==> src/design/conv2d_3x3_valid_defines.svh <==
// Assertion macros shared by the convolution block.
`ifndef CONV2D_3X3_VALID_DEFINES_SVH
`define CONV2D_3X3_VALID_DEFINES_SVH

`ifndef NO_ASSERTIONS
// Same-cycle implication, checked on the block clock outside reset.
`define C2D_ASSERT_IMP(lbl, ante, cons, msg) \
   lbl: assert property (@(posedge clock) disable iff (reset) (ante) |-> (cons)) \
      else $error(msg);
// Next-cycle implication, checked on the block clock outside reset.
`define C2D_ASSERT_NXT(lbl, ante, cons, msg) \
   lbl: assert property (@(posedge clock) disable iff (reset) (ante) |=> (cons)) \
      else $error(msg);
`else
`define C2D_ASSERT_IMP(lbl, ante, cons, msg)
`define C2D_ASSERT_NXT(lbl, ante, cons, msg)
`endif

`endif

==> src/design/c2d_ram.sv <==
// Generic single-port-write, single-port-read RAM with registered read data.
module c2d_ram #(
   parameter int WIDTH = 32,
   parameter int DEPTH = 64
) (
   input  logic                     clock,
   input  logic                     we,
   input  logic [$clog2(DEPTH)-1:0] waddr,
   input  logic [WIDTH-1:0]         wdata,
   input  logic                     re,
   input  logic [$clog2(DEPTH)-1:0] raddr,
   output logic [WIDTH-1:0]         rdata
);

   logic [WIDTH-1:0] mem [DEPTH];
   logic [WIDTH-1:0] rdata_ff;

   // Write port.
   always_ff @(posedge clock) begin
      if (we) begin
         mem[waddr] <= wdata;
      end
   end

   // Read port; data holds between reads.
   always_ff @(posedge clock) begin
      if (re) begin
         rdata_ff <= mem[raddr];
      end
   end

   assign rdata = rdata_ff;

endmodule

==> config.mk <==
export PLATFORM = sky130hd
export DESIGN_NAME = c2d_ram
export DESIGN_NICKNAME = d
export VERILOG_FILES = /design/src/design/conv2d_3x3_valid_defines.svh /design/src/design/c2d_ram.sv
export SDC_FILE = /design/constraint.sdc
export NUM_CORES = 2
export LEC_CHECK = 0
export BUFFER_PORTS_ARGS = -buffer_cell sky130_fd_sc_hd__buf_2
export CORE_ASPECT_RATIO = 2
export CORE_UTILIZATION = 30
export CTS_BUF_LIST = sky130_fd_sc_hd__clkbuf_8
export CTS_CLUSTER_DIAMETER = 30
export DETAILED_ROUTE_END_ITERATION = 7
export PLACE_DENSITY_LB_ADDON = 0.08
export SLEW_MARGIN = 15
export SYNTH_ARGS = -nofsm -noshare
export SYNTH_HDL_FRONTEND = slang
export SYNTH_SLANG_ARGS = --single-unit
==> constraint.sdc <==
create_clock -name clock -period 4.2 [get_ports clock]
set_input_delay 0.63 -clock clock [delete_from_list [all_inputs] [get_ports clock]]
set_output_delay 0.63 -clock clock [all_outputs]
set_load 0.005 [all_outputs]
* Word-level counts from Yosys, hierarchy flattened
Memories as Yosys holds them, arrays and structs flattened. A register that Yosys moved wholly into a read port is not among the register bits. Index checks and enable logic that the tools add are counted.
Operators by class: multiplexer cells 2
Operator list (number):
- 1-bit two-way mux | 2
Storage, ports and cells: flip-flop bits (word level) 0, memory bits (writable) 2048, output and inout bits 32, memories kept 1
Memories:
- mem | words 64, bits a word 32, rd ports 1, clocked after memory_dff 1, write ports 1, line c2d_ram.sv:15 | logic [WIDTH-1:0] mem [DEPTH];

* Logic depth before layout (Yosys ltp)
depth in word-level cells 2, mapped depth 10

* Worst setup path before layout
Ideal clock, no wire load.
path kind input -> register, start input port waddr[3], end memory mem[48][0], enable pin, data arrival time 3.329 ns, required time 3.739 ns, path slack 0.410 ns, stages 4, path through clkbuf_1 nor2b_1 nand4b_1 nor3_1
RTL lines:
- start, declared | line c2d_ram.sv:8 | input logic [$clog2(DEPTH)-1:0] waddr,
- end, declared | line c2d_ram.sv:15
Straight into the memory's write port.

==> summary.md <==
| Metric | Value |
|---|---|
| Max Cap Viol | 0 |
| Final Critical Period | just under 3 ns |
| Number of stages on the worst hold path | 1 |
| Num CTS Buffers | between 300 and 400 |
| 1st-iter DRT viols | about 3.3k |
| Mapped Nets | 3371 |
| Path type of the worst min-delay path | in2reg |
| Warnings from Yosys | 0 |
| Max Freq | 0.335 GHz |
| Die Area | approximately 260000 µm² |
| Worst-Margin Slew | between 1 and 1.5 ns |
| Worst vdd ir | 236 µV |
| Slowest CP cell | buf_4 |
| Worst-Skew Late Latency | 1.00 ns |
| Chip height | 727 µm |
| Status | complete, no violations |
| Synthesized flop and latch total | between 2k and 2.5k |
| End of the worst register-to-register path | rdata[7] |
| Site Rows | 265 |
| Largest net degree at the start of global routing | 65 |
| DIE WIDTH | 364 µm |
| Area growth, synth to finish | 16.9% |
| Reg clk slew, reported paths | 0.06 ns |
| Final Setup Violations | 0 |
| FF-to-FF Start | mem[62][7] |
| CP Cell Sequence | buf_8, buf_4, mux4_2, mux4_2, o22ai_1, nor2_1 |
| Crit path max fanout | 37 |
| Remaining global-route overflow | 0 |
| RSZ-0062 raised after global routing | false |
| Hold path start | wdata[30] |
| GRT Overall Usage | 0.195 |
| Layout cell share with drive strength beyond 1 | 0.345 |
| Pwr dens | about 470 nW/µm² |
| Commonest non-fill, non-tap cell in the layout | edfxtp_1 |
| Final Util | 0.353 |
| H-tree levels | 5 |
| Buf/Inv on CP | 2 |
| Final instance area | just over 90000 µm² |
| Mean Syn Cell Area | 23.7 µm² |
| Post-Syn Area | around 79000 µm² |
| Clock Skews | 0.0516 ns |
| Register area share after synthesis | 0.792 |
| Dpl hpwl | 150000 µm |
| Hold-critical path endpoint | mem[3][30] |
| Crit share post-route | 0.710 |
| Via count | between 30k and 40k |
| CORE AREA | 261000 µm² |
| Final hold violation count | 0 |
| CP required | 4.89 ns |
| CTS root buf | clkbuf_8 |
| Nature of the critical path endpoint | register |
| Starting Density | 0.302 |
| Cells after Synth | 3324 |
| Initial antenna violation count | 30 |
| Startpoint Class | input pin |
| Detailed Routing Iterations Pass 1 | 5 |
| Vias in the first global route | 41.2k |
| WP data arrival | 3.67 ns |
| Leak | around 29 nW |
| Post-CTS sizing | 0 |
| Final setup TNS | 0 ns |
| Most frequent CP cell | mux4_2 |
| Clock tree sinks | 2080 |
| Remaining antenna violation count after routing | 0 |
| Gpl congestion | 0.790 |
| Max Root-Sink Buffers | 4 |
| CP delay by family, top | multiplexers |
| Crit Path Class | in2reg |
| CP peak stage delay | 0.72 ns |
| TritonCTS clock tree | done |
| DRC viols | 0 |
| WHS | 0.112 ns |
| Worst r2r path cells | 4 |
| Post-DP Area | 85500 µm² |
| First-pass GRT wire length | roughly 350000 µm |
| Vias per cell | 5.00 |
| Slew HR | 0.192 |
| FF-to-FF setup slack | 1.70 ns |
| I/O pin count | 79 |
| Yosys cell types | 33 |
| Routed WL per cell | ~34 µm |
| Final nets | slightly below 4k |
| Commonest cells after routing, fill and taps aside | edfxtp_1 (2080), mux4_2 (544), clkbuf_8 (343) |
| Fin. max-slew vios | 0 |
| Routed wire length | 256000 µm |
| Port buffer count | 78 |
worst register-to-register path, stage by stage (launching register included):
cell	delay, ns
edfxtp_1	0.36
mux4_2	0.52
mux4_2	0.59
o22ai_1	0.49
nor2_1	0.24
timing repair:
item,4_1_cts,5_1_grt
endpoints found under the hold margin,8,0
buffers inserted,0,0
hold buffers,1,0
logic make-up (layout without fill, tap and decap cells):
family                 after synthesis  count (layout)  synth area share
DFF                               2080            2080             0.792
and+or+nand+nor                    223             223            0.0126
muxes                              637             637             0.167
buffers and inverters              182             911            0.0112
AOI/OAI and AO/OA                  202             202            0.0167
other                                0              18                 0
cells in the mapped netlist:
cell | count | share of area
a21oi_1 | 62 | 0.0039
a22oi_1 | 12 | 0.0011
a311oi_1 | 8 | 0.00089
a31oi_1 | 1 | 0.000079
a41o_1 | 4 | 0.00051
and2_1 | 2 | 0.00016
and3_1 | 4 | 0.00032
buf_1 | 21 | 0.0010
buf_2 | 57 | 0.0036
buf_4 | 25 | 0.0024
buf_6 | 5 | 0.00071
clkbuf_1 | 74 | 0.0035
edfxtp_1 | 2080 | 0.79
mux2i_1 | 93 | 0.012
mux4_2 | 544 | 0.16
nand2_1 | 26 | 0.0012
nand2b_1 | 8 | 0.00063
nand3_1 | 5 | 0.00032
nand3b_1 | 5 | 0.00048
nand4_1 | 2 | 0.00016
nand4b_1 | 1 | 0.00011
nor2_1 | 137 | 0.0065
nor2b_1 | 15 | 0.0012
nor3_1 | 7 | 0.00044
o221ai_1 | 27 | 0.0030
o22ai_1 | 84 | 0.0067
o32ai_1 | 4 | 0.00044
or2_0 | 1 | 0.000079
or2_1 | 1 | 0.000079
or2_2 | 1 | 0.000079
or3_1 | 3 | 0.00024
or3b_1 | 2 | 0.00022
or3b_2 | 3 | 0.00033
flip-flops by register name (all words and copies together), names as in the netlist:
name   count
mem     2048
rdata     32
worst max-delay path by stage:
stage,from,endpoint,slack [ns],depth (start not counted)
after floorplan,waddr[3],mem[48][0],0.41,4
after global placement,raddr[0],rdata[29],0.24,6
after detailed placement,raddr[0],rdata[27],0.25,6
after CTS,raddr[0],rdata[27],1.32,6
after global routing,raddr[0],rdata[27],1.19,6
final,raddr[0],rdata[27],1.22,6
per-stage QoR:
step	cells	setup WS, ns	power, mW
3_5_place_dp	6932	0.245	26.1
6_report	7542	1.22	43.4
2_1_floorplan	3324	0.410	24.6
5_1_grt	7525	1.19	44.8
4_1_cts	7523	1.32	44.0
3_3_place_gp	6932	0.238	26.1
where the power goes:
| part | total [mW] | leakage [nW] | switching (mW) | internal, mW |
|---|---|---|---|---|
| sequential | 23.1 | 18.7 | 0.0682 | 23.0 |
| clock | 17.8 | 3.54 | 8.43 | 9.36 |
| combinational | 2.47 | 6.35 | 1.61 | 0.859 |
| total | 43.4 | 28.6 | 10.1 | 33.3 |
metal layers:
metal	vias up	track usage	routed length [µm]
met2	1034	0.368	143000
met5	-	0	80
li1	15313	-	-
met1	20997	0.217	92600
met3	359	0.0290	11200
met4	12	0.0724	9540
area by class of cell:
type / instances / area, µm²
diodes: 18 / 45.0
clock buffers: 343 / 4720
clock inverters: 247 / 1910
fillers: 24141 / 169000
multi-input cells: 1062 / 16000
flip-flops and latches: 2080 / 62500
well taps: 3471 / 4340
repair buffers: 321 / 2740
(Power assumes the default switching activity.)
