<file path="src/design/conv2d_3x3_valid_defines.svh">
// Assertion macros shared by the convolution block.
`ifndef CONV2D_3X3_VALID_DEFINES_SVH
`define CONV2D_3X3_VALID_DEFINES_SVH

`ifndef NO_ASSERTIONS
// Same-cycle implication, checked on the block clock outside reset.
`define C2D_ASSERT_IMP(lbl, ante, cons, msg) \
   lbl: assert property (@(posedge clock) disable iff (reset) (ante) |-> (cons)) \
      else $error(msg);
// Next-cycle implication, checked on the block clock outside reset.
`define C2D_ASSERT_NXT(lbl, ante, cons, msg) \
   lbl: assert property (@(posedge clock) disable iff (reset) (ante) |=> (cons)) \
      else $error(msg);
`else
`define C2D_ASSERT_IMP(lbl, ante, cons, msg)
`define C2D_ASSERT_NXT(lbl, ante, cons, msg)
`endif

`endif

</file>
<file path="src/design/c2d_pkg.sv">
// Types and constants shared by the 3x3 convolution modules.
package c2d_pkg;

   // Configuration register indexes.
   localparam int C2D_CSR_AW = 3;
   typedef enum logic [C2D_CSR_AW-1:0] {
      CSR_IMAGE_WIDTH  = 3'd0,
      CSR_IMAGE_HEIGHT = 3'd1,
      CSR_KERNEL_ROW_0 = 3'd2,
      CSR_KERNEL_ROW_1 = 3'd3,
      CSR_KERNEL_ROW_2 = 3'd4
   } c2d_csr_type;

   // Image size limits and reset values.
   localparam logic [6:0] IMG_MIN_DIM    = 7'd3;
   localparam logic [6:0] IMG_MAX_HEIGHT = 7'd64;
   localparam logic [6:0] IMG_RESET_DIM  = 7'd4;

   // Data widths.
   localparam int PIX_W    = 16;
   localparam int LINE_W   = 2 * PIX_W;
   localparam int KROW_W   = 48;
   localparam int PROD_W   = 32;
   localparam int ROWSUM_W = 34;
   localparam int SUM_W    = 35;

   typedef logic [2:0][KROW_W-1:0] c2d_kernel_type;
   typedef logic signed [PROD_W-1:0] c2d_prod_type;

   // Output coordinates and frame flag travelling with a request.
   typedef struct packed {
      logic       frame_last;
      logic [5:0] out_row;
      logic [5:0] out_col;
   } c2d_tag_type;

   // Per-request control passed from the counters to the window stage.
   typedef struct packed {
      logic        emit;
      c2d_tag_type tag;
   } c2d_item_type;

   // The nine products and their tag.
   typedef struct packed {
      c2d_prod_type [8:0] prod;
      c2d_tag_type        tag;
   } c2d_prod_bundle_type;

endpackage

</file>
<file path="src/design/c2d_adder.sv">
// Two-level adder tree and the output register of the result channel.
module c2d_adder (
   input  logic                                 clock,
   input  logic                                 reset,
   input  logic                                 prod_valid,
   input  c2d_pkg::c2d_prod_bundle_type         prod_data,
   output logic                                 prod_ready,
   output logic                                 rsp_valid,
   input  logic                                 rsp_stall,
   output logic signed [c2d_pkg::SUM_W-1:0]     rsp_conv_sum,
   output logic [5:0]                           rsp_out_row,
   output logic [5:0]                           rsp_out_col,
   output logic                                 rsp_frame_last
);
   import c2d_pkg::*;

   logic                       s3_valid_ff;
   logic signed [ROWSUM_W-1:0] s3_rowsum_ff [3];
   c2d_tag_type                s3_tag_ff;
   logic                       out_valid_ff;
   logic signed [SUM_W-1:0]    out_sum_ff;
   c2d_tag_type                out_tag_ff;

   logic signed [ROWSUM_W-1:0] rowsum [3];
   logic signed [SUM_W-1:0]    total;
   logic                       out_room, s3_move, s3_room;

   assign out_room   = !out_valid_ff || !rsp_stall;
   assign s3_move    = s3_valid_ff && out_room;
   assign s3_room    = !s3_valid_ff || s3_move;
   assign prod_ready = s3_room;

   // Row sums of three products each.
   always_comb begin
      for (int r = 0; r < 3; r++) begin
         rowsum[r] = ROWSUM_W'($signed(prod_data.prod[r * 3])) +
                     ROWSUM_W'($signed(prod_data.prod[r * 3 + 1])) +
                     ROWSUM_W'($signed(prod_data.prod[r * 3 + 2]));
      end
   end

   // Final sum of the three row sums.
   assign total = SUM_W'(s3_rowsum_ff[0]) + SUM_W'(s3_rowsum_ff[1]) +
                  SUM_W'(s3_rowsum_ff[2]);

   // Stage three: row sums.
   always_ff @(posedge clock) begin
      if (reset) begin
         s3_valid_ff <= 1'b0;
      end else if (s3_room) begin
         s3_valid_ff <= prod_valid;
      end
   end

   always_ff @(posedge clock) begin
      if (s3_room && prod_valid) begin
         s3_rowsum_ff <= rowsum;
         s3_tag_ff    <= prod_data.tag;
      end
   end

   // Output register; holds while the result is stalled.
   always_ff @(posedge clock) begin
      if (reset) begin
         out_valid_ff <= 1'b0;
      end else if (out_room) begin
         out_valid_ff <= s3_valid_ff;
      end
   end

   always_ff @(posedge clock) begin
      if (s3_move) begin
         out_sum_ff <= total;
         out_tag_ff <= s3_tag_ff;
      end
   end

   assign rsp_valid      = out_valid_ff;
   assign rsp_conv_sum   = out_sum_ff;
   assign rsp_out_row    = out_tag_ff.out_row;
   assign rsp_out_col    = out_tag_ff.out_col;
   assign rsp_frame_last = out_tag_ff.frame_last;

endmodule

</file>
<file path="config.mk">
export PLATFORM = sky130hd
export DESIGN_NAME = c2d_adder
export DESIGN_NICKNAME = d
export VERILOG_FILES = /design/src/design/conv2d_3x3_valid_defines.svh /design/src/design/c2d_pkg.sv /design/src/design/c2d_adder.sv
export SDC_FILE = /design/constraint.sdc
export NUM_CORES = 1
export LEC_CHECK = 0
export BUFFER_PORTS_ARGS = -buffer_cell sky130_fd_sc_hd__clkbuf_2
export CAP_MARGIN = 20
export CORE_MARGIN = 2
export CORE_UTILIZATION = 35
export CTS_BUF_LIST = sky130_fd_sc_hd__clkbuf_4
export CTS_CLUSTER_SIZE = 10
export DETAILED_ROUTE_END_ITERATION = 10
export GPL_ROUTABILITY_DRIVEN = 0
export PLACE_DENSITY = 0.63
export SLEW_MARGIN = 20
export SYNTH_ARGS = -nofsm -noshare
export SYNTH_HDL_FRONTEND = slang
export SYNTH_SLANG_ARGS = --single-unit
</file>
<file path="constraint.sdc">
create_clock -name clock -period 8.3 [get_ports clock]
set_input_delay 1.66 -clock clock [delete_from_list [all_inputs] [get_ports clock]]
set_output_delay 1.66 -clock clock [all_outputs]
set_load 0.01 [all_outputs]
</file>
* Word-level counts from Yosys, hierarchy flattened
Cells that the tools add are included.
** Cells by class
- Reductions and logical operators :: 7
- Add/sub/neg operators :: 8
** Operators with widths (count)
- $add 33x32->34 :: 3
- $add 32x32->33 :: 3
- $add 34x34->35 :: 1
- $add 35x34->35 :: 1
- $logic_not 1->1 :: 3
- $logic_and 1x1->1 :: 2
- $logic_or 1x1->1 :: 2
** Word-level totals
- Word-level logic and storage cells :: 27
- Input bits :: 305
- Register bits :: 165

* Longest topological paths before layout
- Word-level depth :: 5
- Depth in mapped cells :: 14
- Mapped depth without buffers :: 14

* Least setup slack after synthesis
Ideal clock, no wire load.
- Path type :: input port to flip-flop
- Start :: in rsp_stall
- End :: reg out_sum_ff[0], in the netlist rsp_conv_sum[0], enable pin
- Required time :: 7.773 ns
- Path slack :: 2.591 ns
- Stages on the path :: 1
- Arrival :: 5.183 ns
- Path through :: a21boi_0
** On the way
- Cells in the longest elaborated chain, start to end :: 3
** RTL lines
- start, declared :: line c2d_adder.sv:9 : input logic rsp_stall,
- $logic_not 1->1 :: line c2d_adder.sv:28 : assign out_room = !out_valid_ff || !rsp_stall;
- $logic_or 1x1->1 :: line c2d_adder.sv:28
- $logic_and 1x1->1 :: line c2d_adder.sv:29 : assign s3_move = s3_valid_ff && out_room;
- end signal, assigned :: line c2d_adder.sv:73 : out_sum_ff <= total;
- end, declared :: line c2d_adder.sv:21 : logic signed [SUM_W-1:0] out_sum_ff;
Every way passes these cells.
A chain may end at the register's enable or synchronous reset.

==> impl_metrics.env <==
export IMPL_cts_buffers=17
export IMPL_yosys_warnings=0
export IMPL_dp_hpwl_um=32600
export IMPL_grt_pass1_vias=11500
export IMPL_synthArstFlopShare_pct=0
export IMPL_fin_crit_sh_pct=55.4
export IMPL_clk_pin_slew_ns=0.14
export IMPL_final_hold_viol_count=0
export IMPL_p_per_area_nw_per_um2=306
export IMPL_die_area_um2=43300
export IMPL_rsz0062_at_grt="false"
export IMPL_hold_class="reg -> reg"
export IMPL_drt_total_wl_um=38400
export IMPL_rows=74
export IMPL_period_needed_ns=4.60
export IMPL_antenna_left=0
export IMPL_yosys_area_top_type="edfxtp_1"
export IMPL_synth_top_area_share_pct=33.6
export IMPL_max_slew_margin_pct=43.2
export IMPL_synth_cell_types=75
export IMPL_critical_path_arrival_ns=4.94
export IMPL_clock_path_buffers=2
export IMPL_grt_use_total_pct=17.7
export IMPL_grt_pass1_wl_um=60100
export IMPL_mostFrequentLayoutCells="clkbuf_2 (354), edfxtp_1 (163), fa_1 (134), ha_1 (129), a21oi_1 (124)"
export IMPL_synthFlopType="edfxtp_1"
export IMPL_postSynthAreaPerCell_um2=11.1
export IMPL_grt_max_degree=60
export IMPL_ir_drop_v=0.000134
export IMPL_synth_edf_count=163
export IMPL_holdWs_ns=0.432
export IMPL_final_common_cell="clkbuf_2"
export IMPL_area_delta_synth_final_pct=18.0
export IMPL_synth_seq_cells=165
export IMPL_vias_per_cell=5.17
export IMPL_status="completed"
export IMPL_root_buffer="clkbuf_4"
export IMPL_cts_tree="yes"
export IMPL_maxCapViolCount=0
export IMPL_fin_setup_tns_ns=0
export IMPL_synth_nets=1879
export IMPL_drt_pass1_iterations=5
export IMPL_critPathKind="in -> reg"
export IMPL_synthesis_area_um2=14600
export IMPL_htreeDepth=4
export IMPL_drcViolationCount=0
export IMPL_yosysSeqAreaShare_pct=33.8
export IMPL_vias=11400
export IMPL_initial_core_util_pct=35.6
export IMPL_post_cts_repair_setup_buffers=0
export IMPL_layout_drive_gt1_share_pct=24.7
export IMPL_wl_per_cell_um=17.4
export IMPL_port_buffers=354
export IMPL_die_height_um=208
export IMPL_tightest_slew_ns=0.852
export IMPL_antenna_found_initial=1
export IMPL_worstSetupEndpointType="flop"
export IMPL_io_pins=355
export IMPL_max_freq_ghz=0.218
export IMPL_cp_max_fo=4
export IMPL_clkLatencyLatePin_ns=0.59
export IMPL_grt_overflow_total=0
export IMPL_drt_iter0_drc=628
export IMPL_required_ns=8.65
export IMPL_design_core_area_um2=41000
export IMPL_final_nets=2230
export IMPL_fillers=3915
export IMPL_setup_viol=0
export IMPL_drv_slew=0
export IMPL_cts_hold_fix_buffers=0
export IMPL_synth_area_leaders="edfxtp_1 (34%), fa_1 (18%), ha_1 (11%)"
export IMPL_syn_inst=1311
export IMPL_cts_resized=0
export IMPL_clock_sinks=165
export IMPL_clock_skew_final_ns=0.0343
export IMPL_p_leak_nw=7.49
export IMPL_die_x_um=208
export IMPL_start_kind="input port"
[layer usage]
layer  track usage (%)  part of all wire [%]
met1              24.5                    47
met2              30.2                    48
met3              1.83                   3.9
met4              3.27                  0.80
met5                 0                     0
[report_power, final]
group / total [mW] / leakage (nW) / internal [mW] / switching [mW]
Combinational: 3.32 / 5.77 / 1.43 / 1.89
Sequential: 1.49 / 1.59 / 1.35 / 0.137
Clock: 0.448 / 0.127 / 0.153 / 0.295
Total: 5.26 / 7.49 / 2.94 / 2.32
[path summary, 6_finish.rpt]
| check | from | endpoint | slack [ns] | cells past startpoint |
|---|---|---|---|---|
| max reg2reg | s3_rowsum_ff[1] | rsp_conv_sum[31] | 4.35 | 12 |
| max | prod_data[206] | s3_rowsum_ff[29] | 3.70 | 12 |
| min reg2reg | s3_tag_ff[3] | rsp_out_col[3] | 0.43 | 0 |
| min | s3_tag_ff[3] | rsp_out_col[3] | 0.43 | 0 |
[cells in the mapped netlist, types with 3 or more instances]
library cell / n
o31a_1: 5
a221o_1: 4
xnor2_1: 75
a31oi_1: 16
nand4_1: 11
nand2_1: 70
nand3b_1: 4
a21oi_1: 124
o21bai_1: 20
xor2_1: 33
edfxtp_1: 163
nor3_1: 20
or3_1: 8
a21o_1: 56
a311oi_1: 8
a2111oi_0: 6
o211a_1: 3
o211ai_1: 10
and2_1: 7
clkbuf_1: 20
a31o_2: 4
nor4_1: 5
o31ai_1: 6
buf_2: 4
nand3_1: 29
fa_1: 134
o21ai_1: 10
o21a_1: 15
a211oi_1: 9
and3_1: 20
nand2b_1: 11
nor2b_1: 16
a32o_1: 3
ha_1: 129
nor2_1: 76
inv_1: 65
a21boi_0: 6
o21ai_0: 54
[cell families (layout without fill, tap and decap cells)]
kind of cell	after synthesis	after routing	synth area share [%]
adders and majority gates	263	263	29.5
and+or+nand+nor	289	289	9.69
xor gates and xnor gates	108	108	6.49
AOI/OAI and AO/OA	395	395	18.1
buffers and inverters	89	452	2.32
DFF	165	165	33.8
muxes	2	2	0.137
other	0	1	0
[stage by stage]
step	cells	setup slack, ns	cell area [um2]	power (mW)	utilization (%)
2_1_floorplan	1311	2.59	14600	3.89	-
3_3_place_gp	2175	3.12	17000	4.75	41.3
3_5_place_dp	2175	3.05	17000	4.81	41.3
4_1_cts	2206	3.74	17200	5.29	42.0
5_1_grt	2207	3.53	17200	5.75	42.0
6_report	2207	3.70	17200	5.26	42.0
[state kept, by name (all words and copies together) (netlist names)]
signal,flops
rsp_conv_sum,35
rsp_frame_last,1
rsp_out_col,6
rsp_out_row,6
rsp_valid,1
s3_rowsum_ff,102
s3_tag_ff,13
s3_valid_ff,1
[critical path: stages]
cell and delay [ns]:
clkbuf_2 0.09, fa_1 0.47, ha_1 0.23, fa_1 0.41
a21oi_1 0.18, o31ai_1 0.12, a221o_1 0.42, a2111oi_1 0.65
o41a_1 0.32, o21ai_1 0.10, a21oi_1 0.20, xnor2_1 0.09
[layout make-up]
| type | instances | area (um2) | share of cell area, % |
|---|---|---|---|
| diodes | 1 | 2.50 | 0.0145 |
| clock buffers | 19 | 143 | 0.829 |
| clock inverters | 12 | 109 | 0.632 |
| inverters | 65 | 244 | 1.42 |
| multi-input cells | 1057 | 9330 | 54.2 |
| flip-flops and latches | 165 | 4930 | 28.7 |
| well taps | 532 | 666 | 3.87 |
| repair buffers | 356 | 1790 | 10.4 |
(Power assumes the default switching activity.)
