<file path="src/design/conv2d_3x3_valid_defines.svh">
// Assertion macros shared by the convolution block.
`ifndef CONV2D_3X3_VALID_DEFINES_SVH
`define CONV2D_3X3_VALID_DEFINES_SVH

`ifndef NO_ASSERTIONS
// Same-cycle implication, checked on the block clock outside reset.
`define C2D_ASSERT_IMP(lbl, ante, cons, msg) \
   lbl: assert property (@(posedge clock) disable iff (reset) (ante) |-> (cons)) \
      else $error(msg);
// Next-cycle implication, checked on the block clock outside reset.
`define C2D_ASSERT_NXT(lbl, ante, cons, msg) \
   lbl: assert property (@(posedge clock) disable iff (reset) (ante) |=> (cons)) \
      else $error(msg);
`else
`define C2D_ASSERT_IMP(lbl, ante, cons, msg)
`define C2D_ASSERT_NXT(lbl, ante, cons, msg)
`endif

`endif

</file>
<file path="src/design/c2d_pkg.sv">
// Types and constants shared by the 3x3 convolution modules.
package c2d_pkg;

   // Configuration register indexes.
   localparam int C2D_CSR_AW = 3;
   typedef enum logic [C2D_CSR_AW-1:0] {
      CSR_IMAGE_WIDTH  = 3'd0,
      CSR_IMAGE_HEIGHT = 3'd1,
      CSR_KERNEL_ROW_0 = 3'd2,
      CSR_KERNEL_ROW_1 = 3'd3,
      CSR_KERNEL_ROW_2 = 3'd4
   } c2d_csr_type;

   // Image size limits and reset values.
   localparam logic [6:0] IMG_MIN_DIM    = 7'd3;
   localparam logic [6:0] IMG_MAX_HEIGHT = 7'd64;
   localparam logic [6:0] IMG_RESET_DIM  = 7'd4;

   // Data widths.
   localparam int PIX_W    = 16;
   localparam int LINE_W   = 2 * PIX_W;
   localparam int KROW_W   = 48;
   localparam int PROD_W   = 32;
   localparam int ROWSUM_W = 34;
   localparam int SUM_W    = 35;

   typedef logic [2:0][KROW_W-1:0] c2d_kernel_type;
   typedef logic signed [PROD_W-1:0] c2d_prod_type;

   // Output coordinates and frame flag travelling with a request.
   typedef struct packed {
      logic       frame_last;
      logic [5:0] out_row;
      logic [5:0] out_col;
   } c2d_tag_type;

   // Per-request control passed from the counters to the window stage.
   typedef struct packed {
      logic        emit;
      c2d_tag_type tag;
   } c2d_item_type;

   // The nine products and their tag.
   typedef struct packed {
      c2d_prod_type [8:0] prod;
      c2d_tag_type        tag;
   } c2d_prod_bundle_type;

endpackage

</file>
<file path="src/design/c2d_ctrl.sv">
// Configuration registers, raster counters and request intake.
module c2d_ctrl #(
   parameter int MAX_WIDTH = 64
) (
   input  logic                                 clock,
   input  logic                                 reset,
   input  logic                                 req_valid,
   output logic                                 req_stall,
   input  logic                                 req_frame_start,
   input  logic                                 csr_wr_en,
   input  logic [c2d_pkg::C2D_CSR_AW-1:0]       csr_addr,
   input  logic [c2d_pkg::KROW_W-1:0]           csr_wdata,
   input  logic                                 s1_ready,
   output logic                                 item_valid,
   output c2d_pkg::c2d_item_type                item_info,
   output logic [$clog2(MAX_WIDTH)-1:0]         item_addr,
   output c2d_pkg::c2d_kernel_type              kernel
);
   import c2d_pkg::*;

   localparam int AW   = $clog2(MAX_WIDTH);
   localparam int CMPW = ((AW > 7) ? AW : 7) + 1;
   localparam logic [6:0] WMAX = (MAX_WIDTH > 127) ? 7'd127 : 7'(MAX_WIDTH);

   logic [6:0]     width_ff, width_in;
   logic [6:0]     height_ff, height_in;
   c2d_kernel_type kernel_ff, kernel_in;
   logic [AW-1:0]  col_ff, col_in;
   logic [6:0]     row_ff, row_in;

   logic [6:0]     w_eff, h_eff;
   logic [AW-1:0]  col_eff;
   logic [6:0]     row_eff;
   logic           accept, process, col_last, row_last;

   // Configuration writes.
   always_comb begin
      width_in  = width_ff;
      height_in = height_ff;
      kernel_in = kernel_ff;
      if (csr_wr_en) begin
         case (c2d_csr_type'(csr_addr))
            CSR_IMAGE_WIDTH:  width_in     = csr_wdata[6:0];
            CSR_IMAGE_HEIGHT: height_in    = csr_wdata[6:0];
            CSR_KERNEL_ROW_0: kernel_in[0] = csr_wdata;
            CSR_KERNEL_ROW_1: kernel_in[1] = csr_wdata;
            CSR_KERNEL_ROW_2: kernel_in[2] = csr_wdata;
            default:          width_in     = width_ff;
         endcase
      end
   end

   // Effective image size, clamped to the supported range.
   always_comb begin
      if (width_ff < IMG_MIN_DIM) begin
         w_eff = IMG_MIN_DIM;
      end else if (width_ff > WMAX) begin
         w_eff = WMAX;
      end else begin
         w_eff = width_ff;
      end
      if (height_ff < IMG_MIN_DIM) begin
         h_eff = IMG_MIN_DIM;
      end else if (height_ff > IMG_MAX_HEIGHT) begin
         h_eff = IMG_MAX_HEIGHT;
      end else begin
         h_eff = height_ff;
      end
   end

   // Position of the incoming pixel; a frame start restarts the raster.
   assign col_eff  = req_frame_start ? '0 : col_ff;
   assign row_eff  = req_frame_start ? '0 : row_ff;
   assign accept   = req_valid && s1_ready;
   assign process  = accept && (row_eff < h_eff);
   assign col_last = (CMPW'(col_eff) + CMPW'(1)) >= CMPW'(w_eff);
   assign row_last = (row_eff + 7'd1) >= h_eff;

   // Raster counters advance on every pixel inside the frame.
   always_comb begin
      col_in = col_ff;
      row_in = row_ff;
      if (process) begin
         if (col_last) begin
            col_in = '0;
            row_in = row_eff + 7'd1;
         end else begin
            col_in = col_eff + AW'(1);
            row_in = row_eff;
         end
      end
   end

   always_ff @(posedge clock) begin
      if (reset) begin
         width_ff  <= IMG_RESET_DIM;
         height_ff <= IMG_RESET_DIM;
         kernel_ff <= '0;
         col_ff    <= '0;
         row_ff    <= '0;
      end else begin
         width_ff  <= width_in;
         height_ff <= height_in;
         kernel_ff <= kernel_in;
         col_ff    <= col_in;
         row_ff    <= row_in;
      end
   end

   // Request handed to the window stage.
   always_comb begin
      item_info.emit           = (row_eff >= 7'd2) && (col_eff >= AW'(2));
      item_info.tag.frame_last = row_last && col_last;
      item_info.tag.out_row    = 6'(row_eff - 7'd2);
      item_info.tag.out_col    = 6'(col_eff - AW'(2));
   end

   assign item_valid = process;
   assign item_addr  = col_eff;
   assign req_stall  = !s1_ready;
   assign kernel     = kernel_ff;

endmodule

</file>
<file path="config.mk">
export PLATFORM = sky130hd
export DESIGN_NAME = c2d_ctrl
export DESIGN_NICKNAME = d
export VERILOG_FILES = /design/src/design/conv2d_3x3_valid_defines.svh /design/src/design/c2d_pkg.sv /design/src/design/c2d_ctrl.sv
export SDC_FILE = /design/constraint.sdc
export NUM_CORES = 1
export LEC_CHECK = 0
export ABC_AREA = 1
export BUFFER_PORTS_ARGS = -buffer_cell sky130_fd_sc_hd__buf_4
export CORE_ASPECT_RATIO = 0.7
export CORE_MARGIN = 2
export CORE_UTILIZATION = 50
export DETAILED_ROUTE_END_ITERATION = 10
export HOLD_SLACK_MARGIN = 0.02
export PLACE_DENSITY_LB_ADDON = 0.3
export SLEW_MARGIN = 10
export SYNTH_ARGS = -nofsm -noshare
export SYNTH_HDL_FRONTEND = slang
export SYNTH_SLANG_ARGS = --single-unit
</file>
<file path="constraint.sdc">
create_clock -name clock -period 3.05 [get_ports clock]
set_input_delay 0.1525 -clock clock [delete_from_list [all_inputs] [get_ports clock]]
set_output_delay 0.1525 -clock clock [all_outputs]
set_load 0.01 [all_outputs]
</file>
# --- After elaboration in Yosys (flattened, before gate mapping) ---
# Cells that the tools add are included.
op_classes:
  add_sub_neg: 5
  order_cmp: 9
  n_eq_ne: 4
  mux: 8
  n_reduce_logical: 11
op_table:
  columns: ["op", "count"]
  rows:
  - ["7-bit two-way mux", 6]
  - ["7-bit greater-or-equal comparator", 2]
  - ["7-bit greater-than comparator, second input constant", 2]
  - ["7-bit by 2-bit less-than comparator with 1-bit output, second input constant", 2]
  - ["6-bit two-way mux", 2]
  - ["6-bit by 2-bit subtractor with 6-bit output, second input constant", 2]
  - ["2-bit AND reduction", 5]
  - ["6-bit by 1-bit adder with 7-bit output, second input constant", 1]
  - ["7-bit by 1-bit adder with 7-bit output, second input constant", 1]
  - ["7-bit by 2-bit greater-or-equal comparator with 1-bit output, second input constant", 1]
  - ["7-bit less-than comparator", 1]
  - ["6-bit by 1-bit adder with 6-bit output, second input constant", 1]
  - ["3-bit by 2-bit == test with 1-bit output, second input constant", 2]
  - ["6-bit by 2-bit greater-or-equal comparator with 1-bit output, second input constant", 1]
  - ["1-bit logical AND", 4]
  - ["3-bit by 1-bit == test with 1-bit output, second input constant", 1]
  - ["3-bit == test, second input constant", 1]
  - ["3-bit logical NOT", 1]
  - ["1-bit logical NOT", 1]
word_totals:
  ff_bits: 171
  in_bits: 57

# --- Depth between registers and ports, before layout ---
depth:
  ltp_word: 5
  mapped_depth: 20
  ltp_nobuf: 19

# --- Least setup slack after synthesis ---
# OpenSTA, ideal clock, no wires.
synth_timing:
  path_type: "register to register"
  start: "reg col_ff[0]"
  end: "reg row_ff[3]"
  setup_ns: 0.112
  arrival_time_ns: 2.226
  required_time_ns: 2.938
  setup_slack_ns: 0.713
  stages_incl_launch_ff: 18
  synth_period_minus_slack_ns: 2.337
  path_cell_list: "dfxtp_1 -> inv_1 -> nor2_1 -> ha_1 -> nand4_1 -> nand2_1 -> inv_1 -> ha_1 -> nand2_1 -> nand2_1 -> nand2_1 -> nand2_1 -> inv_1 -> nand2_1 -> nand2_1 -> nand2_1 -> nor2_1 -> nor2_1"
synth_via:
  elab_chain_cells: 4
synth_rtl:
  columns: ["item", "line", "source"]
  rows:
  - ["start, declared", "c2d_ctrl.sv:28", "logic [AW-1:0] col_ff, col_in;"]
  - ["start signal, assigned", "c2d_ctrl.sv:105", "col_ff <= col_in;"]
  - ["6-bit two-way mux", "c2d_ctrl.sv:72", "assign col_eff = req_frame_start ? '0 : col_ff;"]
  - ["named net item_addr[0]", "c2d_ctrl.sv:16", "output logic [$clog2(MAX_WIDTH)-1:0] item_addr,"]
  - ["6-bit by 1-bit adder with 7-bit output", "c2d_ctrl.sv:76", "assign col_last = (CMPW'(col_eff) + CMPW'(1)) >= CMPW'(w_eff);"]
  - ["7-bit greater-or-equal comparator", "c2d_ctrl.sv:76", null]
  - ["7-bit two-way mux", "c2d_ctrl.sv:84", "if (col_last) begin"]
  - ["end signal, assigned", "c2d_ctrl.sv:106", "row_ff <= row_in;"]
  - ["end, declared", "c2d_ctrl.sv:29", "logic [6:0] row_ff, row_in;"]
# The timed path passes the listed nets, and every way through them passes these cells.
# A chain may end at the register's enable or synchronous reset.

==> impl_metrics.env <==
export IMPL_min_path_cells=3
export IMPL_postSynthAreaPerCell_um2=7.49
export IMPL_criticalPathCategory="register to output port"
export IMPL_status="finished clean"
export IMPL_finClkSkew_ns=0.0100
export IMPL_yosys_warnings=0
export IMPL_dpl_hpwl_mm=13.9
export IMPL_dieArea_um2=15800
export IMPL_total_leakage_power_nw=4.63
export IMPL_hold_path_class="input port to register"
export IMPL_postCtsSetupBuffers=0
export IMPL_grt_util_all_layers_pct=25.8
export IMPL_required_ns=2.90
export IMPL_reg2reg_slack_ns=0.55
export IMPL_drv_cap=0
export IMPL_syn2layout_area_growth_pct=36.1
export IMPL_gr_total_overflow=0
export IMPL_finalMaxSlewViolations=0
export IMPL_synthTopCellsByCount="254 x nor2_1, 171 x dfxtp_1, 152 x o21ai_0, 99 x inv_1, 98 x nand2_1"
export IMPL_clk_latency_ns=0.42
export IMPL_start_util_pct=50.7
export IMPL_diodes=0
export IMPL_syn_nets=1073
export IMPL_antenna_found_initial=0
export IMPL_cts_tree="done"
export IMPL_synthCells=987
export IMPL_io_buffers=222
export IMPL_cts_sinks=171
export IMPL_firstDrtPassIters=5
export IMPL_vias_per_cell=4.99
export IMPL_ir_drop_uv=368
export IMPL_h_tree_depth=4
export IMPL_grt_max_degree=105
export IMPL_ant_nets=0
export IMPL_initialDrtViolationCount=405
export IMPL_gp_congestion=0.891
export IMPL_die_w_um=149
export IMPL_async_flop_share_pct=0
export IMPL_wl_mm=20.6
export IMPL_rows=37
export IMPL_wl_per_cell_um=14.4
export IMPL_cp_depth=16
export IMPL_crit_path_end_kind="output port"
export IMPL_crit_path_cell_trace="nand2_1, inv_1, ha_1, nand4_1, o21bai_1, nand2_1, ha_1, nand2_1, inv_1, nand2_1, nand2_1, inv_2, nand2_2, nand2_1, inv_1, buf_4"
export IMPL_finalCritPeriodShare_pct=91.3
export IMPL_yosys_area_top_type="dfxtp_1"
export IMPL_drc=0
export IMPL_yosysMostFrequentCell="nor2_1"
export IMPL_grt_pass1_wl_mm=32.7
export IMPL_synth_cell_types=37
export IMPL_cellPowerDensity_nw_per_um2=523
export IMPL_cts_made_buffers=17
export IMPL_crit_fanout=8
export IMPL_drive_above_1_share_pct=23.6
export IMPL_cts_root_buffer="clkbuf_16"
export IMPL_synth_top_cell_area_share_pct=46.3
export IMPL_synth_edf_count=0
export IMPL_synth_seq_cells=171
export IMPL_startpoint_type="register"
export IMPL_post_route_min_period_ns=2.78
export IMPL_dp_cells=1363
export IMPL_die_h_um=106
export IMPL_timing_setup_tns_ns=0
export IMPL_nNetsFinal=1313
export IMPL_cts_buffer_depth=2
export IMPL_max_freq_mhz=359
export IMPL_synth_main_ff_cell="dfxtp_1"
export IMPL_core_area_um2=14600
export IMPL_cp_slowest_cell="dfxtp_1"
export IMPL_fin_cells=1435
export IMPL_worstMarginPinSlew_ns=0.570
export IMPL_netlist_area_um2=7390
export IMPL_hold_viol=0
export IMPL_cpMostUsedCell="nand2_1"
export IMPL_slowest_delay_ns=0.35
export IMPL_arrival_ns=2.63
export IMPL_grt_pass1_vias=6669
export IMPL_clk_pin_slew_ns=0.07
export IMPL_rsz0062_at_grt="no"
export IMPL_vias=7158
export IMPL_finalSetupViolCount=0
export IMPL_path_buf_inv=5
export IMPL_synth_seq_area_share_pct=46.3
export IMPL_reg2regPathDepth=16
export IMPL_ioPinCount=223
export IMPL_slew_headroom_pct=62.0
export IMPL_ys_top_cells_by_area="dfxtp_1 46%, nor2_1 13%, o21ai_0 10%"
export IMPL_crit_family="simple AND/OR/NAND/NOR gates"
cell families (layout without fill, tap and decap cells):
logic type,count (synthesis),after routing,synth area share [%]
AND/OR/NAND/NOR,393,393,22.1
adder cells (fa/ha/maj),29,29,4.91
AO/OA/AOI/OAI,228,228,15.7
flip-flops,171,171,46.3
XOR/XNOR,10,10,1.39
buffers and inverters,156,409,9.68
layout make-up:
class                   instances  area (um2)
multi-input cells             660        3270
repair buffers                273        2160
inverters                     104         403
clock buffers                  18         429
fillers                      1211        4520
well taps                     195         244
clock inverters                14         133
flip-flops and latches        171        3420
metal layers:
layer | track usage (%) | share of wire, % | vias up
met2 | 40.8 | 45 | 260
met1 | 34.4 | 46 | 3253
li1 | - | - | 3613
met4 | 7.96 | 1.8 | 0
met3 | 7.01 | 7.7 | 32
met5 | 0 | 0 | -
final timing paths:
| kind | from | to |
|---|---|---|
| max | col_ff[1] | item_info[12] |
| min | csr_wdata[20] | kernel[20] |
| max reg2reg | col_ff[1] | col_ff[2] |
| min reg2reg | kernel[60] | kernel[60] |
worst min-delay path, cell delays in order:
cell and delay (ns):
buf_4 0.10, o21ai_0 0.08, nor2_1 0.08
cell usage in the layout (no fill, tap or decap), drive strengths merged, types with 4 or more instances in the layout:
cell type | synthesis | routed
a21oi | 62 | 62
buf | 23 | 233
clkbuf | 29 | 18
clkinvlp | 0 | 6
dfxtp | 171 | 171
dlygate4sd3 | 0 | 40
ha | 29 | 29
inv | 103 | 109
nand2 | 103 | 103
nand3 | 20 | 20
nand4 | 4 | 4
nor2 | 261 | 261
o21ai | 159 | 159
xor2 | 9 | 9
where the power goes:
part	switching, mW	internal [mW]
registers	0.0534	2.32
logic	0.462	0.363
clock network	0.974	1.08
total	1.49	3.77
per-stage QoR:
| stage | worst slack [ns] | hold WS (ns) | utilization (%) | power [mW] | instance area, um2 |
|---|---|---|---|---|---|
| after floorplan | 0.713 | 0.266 | - | 2.87 | 7390 |
| after global placement | 0.497 | 0.404 | 62.3 | 3.18 | 9080 |
| after detailed placement | 0.445 | 0.414 | 62.3 | 3.20 | 9080 |
| after CTS | 0.0850 | 0.0214 | 68.8 | 5.28 | 10000 |
| after global routing | 0.00442 | 0.0343 | 69.0 | 5.49 | 10100 |
| final | 0.265 | 0.0371 | 69.0 | 5.26 | 10100 |
sequential cells by signal, summed over array words and instances (netlist names):
| name | count |
|---|---|
| height_ff | 7 |
| width_ff | 7 |
| col_ff | 6 |
| kernel | 144 |
| row_ff | 7 |
timing repair:
item                                    4_1_cts  5_1_grt
endpoints found under the setup margin        1        1
hold endpoints to repair                     62        1
hold buffers                                 39        1
cloned                                        0        0
gates resized for setup                       1        5
No activity file was read; power rests on OpenSTA's default activity.
